File: config.mk
export PLATFORM = sky130hd
export DESIGN_NAME = ssp_div
export DESIGN_NICKNAME = d
export VERILOG_FILES = /design/src/hw/rtl/ssp_pkg.sv /design/src/hw/rtl/ssp_div.sv
export SDC_FILE = /design/constraint.sdc
export NUM_CORES = 1
export LEC_CHECK = 0
export BUFFER_PORTS_ARGS = -buffer_cell sky130_fd_sc_hd__buf_2
export CAP_MARGIN = 40
export CORE_ASPECT_RATIO = 1.75
export CORE_MARGIN = 2
export CORE_UTILIZATION = 30
export CTS_CLUSTER_SIZE = 12
export DETAILED_ROUTE_END_ITERATION = 16
export PLACE_DENSITY = 0.52
export SLEW_MARGIN = 20
export SYNTH_ARGS = -nofsm -noshare
export SYNTH_HDL_FRONTEND = slang
export SYNTH_SLANG_ARGS = --single-unit
export TNS_END_PERCENT = 50
File: constraint.sdc
create_clock -name clk -period 3 [get_ports clk]
set_input_delay 0.15 -clock clk [delete_from_list [all_inputs] [get_ports clk]]
set_output_delay 0.15 -clock clk [all_outputs]
set_load 0.05 [all_outputs]
File: src/hw/rtl/ssp_pkg.sv
// ssp_pkg: shared types, constants and table helper functions for the stereo panner
// no dependencies; used by the interfaces, the divider and the top level
`timescale 1ns / 1ps

package ssp_pkg;

    localparam int SAMPLE_BITS_DEFAULT        = 24;
    localparam int GAIN_TABLE_DEPTH_DEFAULT   = 1024;
    localparam int GAIN_FRACTION_BITS_DEFAULT = 15;

    localparam int CFG_INDEX_BITS = 2;
    localparam int CFG_DATA_BITS  = 16;

    typedef enum logic [CFG_INDEX_BITS-1:0] {
        CFG_PAN_LAW      = 2'd0,
        CFG_TARGET_PAN   = 2'd1,
        CFG_RAMP_SAMPLES = 2'd2
    } cfg_index_t;

    localparam int PAN_BITS    = 32;
    localparam int TARGET_BITS = 16;
    localparam int RAMP_BITS   = 16;

    localparam logic signed [TARGET_BITS-1:0] TARGET_MAX = 16'sd16384;
    localparam logic signed [TARGET_BITS-1:0] TARGET_MIN = -16'sd16384;
    localparam logic [RAMP_BITS-1:0]          RAMP_RESET = 16'd960;

    // 1.0 in Q2.30, as a 34-bit signed offset
    localparam logic signed [PAN_BITS+1:0] PAN_ONE_Q30 = 34'sd1073741824;
    localparam longint unsigned HALF_PI_Q30 = 64'd1686629713;
    localparam longint unsigned ONE_Q30     = 64'd1073741824;

    localparam int DIV_STEPS      = 32;
    localparam int DIV_COUNT_BITS = 5;

    typedef struct packed {
        logic                 start;
        logic [PAN_BITS-1:0]  dividend;
        logic [RAMP_BITS-1:0] divisor;
    } div_req_t;

    typedef struct packed {
        logic                done;
        logic [PAN_BITS-1:0] quotient;
    } div_rsp_t;

    // two multiply-by-x steps of the series, Q30
    function automatic longint unsigned sin_term(longint unsigned t, longint unsigned x);
        longint unsigned u;
        u = (t * x) >> 30;
        u = (u * x) >> 30;
        return u;
    endfunction

    // sin in Q30, series up to x^17 with truncating steps
    function automatic longint unsigned sin_q30(longint unsigned x);
        longint unsigned t;
        longint          s;
        t = x;
        s = longint'(x);
        t = sin_term(t, x) / 6;   s = s - longint'(t);
        t = sin_term(t, x) / 20;  s = s + longint'(t);
        t = sin_term(t, x) / 42;  s = s - longint'(t);
        t = sin_term(t, x) / 72;  s = s + longint'(t);
        t = sin_term(t, x) / 110; s = s - longint'(t);
        t = sin_term(t, x) / 156; s = s + longint'(t);
        t = sin_term(t, x) / 210; s = s - longint'(t);
        t = sin_term(t, x) / 272; s = s + longint'(t);
        if (s < 0)
        begin
            s = 0;
        end
        if (s > longint'(ONE_Q30))
        begin
            s = longint'(ONE_Q30);
        end
        return unsigned'(s);
    endfunction

    function automatic longint unsigned isqrt64(longint unsigned v);
        longint unsigned r;
        longint unsigned b;
        longint unsigned w;
        r = 0;
        b = 64'd1 << 62;
        w = v;
        while (b > w)
        begin
            b = b >> 2;
        end
        while (b != 0)
        begin
            if (w >= r + b)
            begin
                w = w - (r + b);
                r = (r >> 1) + b;
            end
            else
            begin
                r = r >> 1;
            end
            b = b >> 2;
        end
        return r;
    endfunction

    // round Q30 to the gain fraction width, capped at 1.0
    function automatic longint unsigned to_gain(longint unsigned q30, int frac_bits);
        longint unsigned g;
        g = (q30 + (64'd1 << (29 - frac_bits))) >> (30 - frac_bits);
        if (g > (64'd1 << frac_bits))
        begin
            g = 64'd1 << frac_bits;
        end
        return g;
    endfunction

endpackage

File: src/hw/rtl/ssp_div.sv
// ssp_div: serial restoring divider, one quotient bit per cycle, for the ramp increment
// depends on ssp_pkg for the request and response structs
`timescale 1ns / 1ps

module ssp_div (
    input  logic              clk,
    input  logic              rst_n,
    input  ssp_pkg::div_req_t req,
    output ssp_pkg::div_rsp_t rsp
);

    localparam int QW = ssp_pkg::PAN_BITS;
    localparam int DW = ssp_pkg::RAMP_BITS;

    logic                                busy_reg;
    logic                                done_reg;
    logic [ssp_pkg::DIV_COUNT_BITS-1:0]  count_reg;
    logic [DW-1:0]                       rem_reg;
    logic [QW-1:0]                       quo_reg;
    logic [DW-1:0]                       divisor_reg;

    logic [DW:0]   trial;
    logic [DW:0]   diff;
    logic          fits;
    logic [DW-1:0] rem_next;

    always_comb
    begin
        trial    = {rem_reg, quo_reg[QW-1]};
        diff     = trial - {1'b0, divisor_reg};
        fits     = (trial >= {1'b0, divisor_reg});
        rem_next = fits ? diff[DW-1:0] : trial[DW-1:0];
    end

    always_ff @(posedge clk or negedge rst_n)
    begin
        if (!rst_n)
        begin
            busy_reg  <= 1'b0;
            done_reg  <= 1'b0;
            count_reg <= '0;
        end
        else
        begin
            done_reg <= 1'b0;
            if (req.start)
            begin
                busy_reg  <= 1'b1;
                count_reg <= '0;
            end
            else if (busy_reg)
            begin
                count_reg <= count_reg + 1'b1;
                if (count_reg == ssp_pkg::DIV_COUNT_BITS'(ssp_pkg::DIV_STEPS - 1))
                begin
                    busy_reg <= 1'b0;
                    done_reg <= 1'b1;
                end
            end
        end
    end

    always_ff @(posedge clk)
    begin
        if (req.start)
        begin
            rem_reg     <= '0;
            quo_reg     <= req.dividend;
            divisor_reg <= req.divisor;
        end
        else if (busy_reg)
        begin
            rem_reg <= rem_next;
            quo_reg <= {quo_reg[QW-2:0], fits};
        end
    end

    assign rsp.done     = done_reg;
    assign rsp.quotient = quo_reg;

endmodule

# Word-level counts from Yosys, hierarchy flattened
# Index checks and enable logic that the tools add are counted.
# Widths: inputs -> output; s select.
[op_classes]
mul = 0
shifts = 0
n_reduce_logical = 1
mux = 11
n_div = 0
n_bitwise = 0
addsub = 2
n_eq_ne = 1
magnitude_cmp = 1
[op_table]
columns = ["cell", "n"]
rows = [
  ["$mux 32", 2],
  ["$ge 17x16->1", 1],
  ["$mux 16", 1],
  ["$sub 16x16->16", 1],
  ["$mux 5", 2],
  ["$mux 1", 6],
  ["$add 5x1->5 const B", 1],
  ["$eq 5x5->1 const B", 1],
  ["$reduce_bool 2->1", 1],
]
[totals]
latch_bits = 0
n_memories = 0
rom_bits = 0
output_inout_bits = 33
ram_bits = 0
register_bits = 71

# Depth between registers and ports, before layout
[depth]
ltp_word = 4
depth_mapped = 11
mapped_depth_nobuf = 10

# Least setup slack after synthesis
# Ideal clock, no wire load.
[synth_path]
path_type = "reg2reg"
startpoint = "register quo_reg[31]"
endpoint = "register rem_reg[14]"
stages_incl_launch_ff = 11
t_required_ns = 2.868
n_path_buf = 0
setup_slack_ns = 0.296
t_arrival_ns = 2.572
synth_period_minus_slack_ns = 2.704
cell_sequence = "edfxtp_1 inv_1 ha_1 fa_1 nand2b_1 a211oi_1 o21ai_0 o211a_1 o2111a_1 nor4_1 a221oi_1"
[synth_between]
elab_chain_len = 2
word_cells_on_any_way = 3
cone_classes = "add/sub (1); order compare (1); mux (1)"
[synth_lines]
columns = ["item", "line", "text"]
rows = [
  ["start: declaration", "ssp_div.sv:19", "logic [QW-1:0] quo_reg;"],
  ["start signal: assignment", "ssp_div.sv:68", "quo_reg <= req.dividend;"],
  ["start signal: assignment", "ssp_div.sv:74", "quo_reg <= {quo_reg[QW-2:0], fits};"],
  ["$sub 16x16->16 / $ge 17x16->1 (equally long branches)", "ssp_div.sv:30, ssp_div.sv:31", ""],
  ["$mux 16 *", "ssp_div.sv:32", "rem_next = fits ? diff[DW-1:0] : trial[DW-1:0];"],
  ["end signal: assignment", "ssp_div.sv:73", "rem_reg <= rem_next;"],
  ["end: declaration", "ssp_div.sv:18", "logic [DW-1:0] rem_reg;"],
]
# Every way passes the cells marked *; elsewhere a longest branch is shown, timed or not.
# A chain may end at the register's enable or synchronous reset.

# Final worst setup path
# Ends and elaborated chain as after synthesis.

==> metrics.md <==
| Metric | Value |
|---|---|
| Status | `finished, final reports clean` |
| Worst setup EP type | `flop` |
| Syn-to-layout area delta | `30.3%` |
| Lkg Pwr | `2.13 nW` |
| Cell Area, Synth | `0.00372 mm2` |
| Largest register FFs | `32` |
| Final Hold Viols | `0` |
| MaxCap Viol Count | `0` |
| Wire per inst | `14.5 um` |
| Post-synth top area share | `38.8%` |
| Slew Viols, Final | `0` |
| CTS resizes | `0` |
| CTS root buf | `clkbuf_16` |
| Die span in y | `151 um` |
| # setup viols final | `0` |
| DR pass1 iterations | `4` |
| Syn Area/Cell | `11.9 um2` |
| Clock tree buffer depth | `2` |
| DRT iter0 DRCs | `105` |
| Share of cells above drive strength 1 | `34.4%` |
| Clock Skew | `0.00714 ns` |
| CP startpoint kind | `flop` |
| Ant diodes | `0` |
| Routed wire length | `8490 um` |
| TNS Setup | `0 ns` |
| Top FF cell, synth | `edfxtp_1` |
| Initial antenna violation count | `0` |
| R2r setup slk | `0.29 ns` |
| Nets@finish | `487` |
| Fmax | `369 MHz` |
| R2r startpoint | `quo_reg[31]` |
| Core box area | `0.0121 mm2` |
| Via count | `2787` |
| Maximum fanout along the worst path | `4` |
| Finished Cell Area | `0.00484 mm2` |
| Biggest area consumer among synthesized cells | `edfxtp_1` |
| CTS H-Tree Depth | `3` |
| Cells after Synth | `312` |
| Post-synth EDFFs | `48` |
| First-pass GRT wire length | `14100 um` |
| I/O pin cnt | `84` |
| VDD IR max | `0.403 mV` |
| Worst relative slew slack | `65.2%` |
| PortBufs | `83` |
| Post-synthesis register bit count | `71` |
| Largest net degree at the start of global routing | `40` |
| Post-CTS setup buffers | `0` |
| Seq/Total Area, Yosys | `52.1%` |
| CP Class | `reg -> reg` |
| FP Rows | `53` |
| Grt ovf | `0` |
| Clock Pin Slew Worst Setup and Hold Paths | `0.06 ns` |
| CTS tree | `built` |
| Minimum clock period after layout | `2.71 ns` |
| Die area | `0.0133 mm2` |
| CTS Hold Bufs | `17` |
| Total global-route track usage | `13.8%` |
| Synth async-reset ratio | `9.86%` |
| Worst setup path endpoint | `rem_reg[14]` |
| Worst slew pin tran | `0.521 ns` |
| Clk sinks | `71` |
| Starting Density | `30.8%` |
| Antenna viol nets, final | `0` |
| Cell with the most instances after synthesis | `edfxtp_1` |
| Placed cell areas | `0.00435 mm2` |
| Drt drc | `0` |
| Syn Nets | `382` |
| Period utilisation layout | `90.3%` |
| Vias in the first global route | `2963` |
| Reg2reg path depth | `10` |
| RSZ-0062 raised after global routing | `no` |
| Clock Latency Late Sink | `0.34 ns` |
| Data arrival time of the critical path | `2.91 ns` |
| CTS Buf Count | `9` |
| Reg2reg end | `rem_reg[14]` |
| RePlAce Congestion | `0.794` |
| Top cells by count, synth | `edfxtp_1 (48), mux2_2 (32), nor2_1 (31)` |
| Die width | `88.1 um` |
| Worst Path Required | `3.20 ns` |
| Post-DP HPWL | `6390 um` |
| Synth area leaders | `edfxtp_1 (39%), mux2_2 (9.7%), dfxtp_1 (8.6%), ha_1 (6.1%), dfrtp_1 (4.7%)` |
| Hold Path Class | `in -> reg` |
| Drt via density | `4.75` |
| P per Cell Area | `832 mW/mm2` |
| Critical Path Source | `quo_reg[31]` |
| Unique cell type count in the Yosys netlist | `51` |
| Yosys warnings | `0` |
routing by layer:
metal / GRT usage [%] / up-vias / routed length (um)
met3: 3.32 / 17 / 399
met2: 24.1 / 79 / 4460
li1: - / 1361 / -
met5: 0 / - / 0
met4: 7.88 / 0 / 359
met1: 14.9 / 1330 / 3280
worst min-delay path by stage:
stage	from	to	slack (ns)	cells after the start
2_1_floorplan	rst_n	busy_reg	-0.15	0
3_3_place_gp	rst_n	done_reg	-0.008	1
3_5_place_dp	rst_n	done_reg	-0.007	1
4_1_cts	req[20]	quo_reg[4]	0.10	2
5_1_grt	req[33]	quo_reg[17]	0.11	2
6_report	req[33]	quo_reg[17]	0.11	2
area by class of cell:
type | count | area (um2)
Fill cell | 1237 | 7230
Clock inverter | 6 | 92.6
Multi-Input combinational cell | 205 | 1630
Clock buffer | 10 | 229
Inverter | 21 | 78.8
Tap cell | 165 | 206
Sequential cell | 71 | 1940
Timing Repair Buffer | 109 | 666
critical path: stages, from the launching register on:
cell and delay (ns):
edfxtp_1 0.34, inv_1 0.06, ha_1 0.22, fa_1 0.40, nand2b_1 0.18, a211oi_1 0.45
o21ai_0 0.18, o211a_1 0.19, o2111a_1 0.24, nor4_1 0.24, a221oi_1 0.08
where the power goes:
part | total (mW) | internal [mW] | switching [mW]
clock | 1.17 | 0.734 | 0.434
combinational | 1.52 | 0.645 | 0.872
sequential | 1.34 | 1.23 | 0.117
total | 4.03 | 2.60 | 1.42
through the flow:
| stage | hold WS (ns) | power [mW] | setup WS [ns] | utilization, % | std cells |
|---|---|---|---|---|---|
| 6_report | 0.109 | 4.03 | 0.290 | 40.1 | 587 |
| 5_1_grt | 0.107 | 4.27 | 0.0202 | 40.1 | 587 |
| 4_1_cts | 0.100 | 4.06 | 0.293 | 40.1 | 587 |
| 3_5_place_dp | -0.00748 | 2.86 | 0.319 | 36.0 | 554 |
| 3_3_place_gp | -0.00781 | 2.85 | 0.381 | 36.0 | 554 |
| 2_1_floorplan | -0.146 | 2.51 | 0.296 | - | 312 |
cell families (layout without fill, tap and decap cells):
logic type,after synthesis,in the layout,share of synthesized area [%]
multiplexers,45,45,13.2
AND/OR/NAND/NOR,70,70,9.09
buffers and inverters,36,146,3.97
flip-flops,71,71,52.1
adder cells (fa/ha/maj),19,19,6.60
AO/OA/AOI/OAI,55,55,11.3
XOR/XNOR,16,16,3.77
cell usage in the layout (no fill, tap or decap), types with 5 or more instances in the layout:
cell type       n
a211oi_1       12
a21o_1          5
a21oi_1        13
buf_2          83
buf_4           8
clkbuf_16       9
dfrtp_1         7
dfxtp_1        16
dlygate4sd3_1  17
edfxtp_1       48
ha_1           18
inv_1          21
mux2_2         32
mux2i_1        13
nand2_1        11
nand2b_1        5
nand3_1         6
nor2_1         31
xnor2_1        11
xor2_1          5
Note: power is estimated with default switching activity, not from simulation.
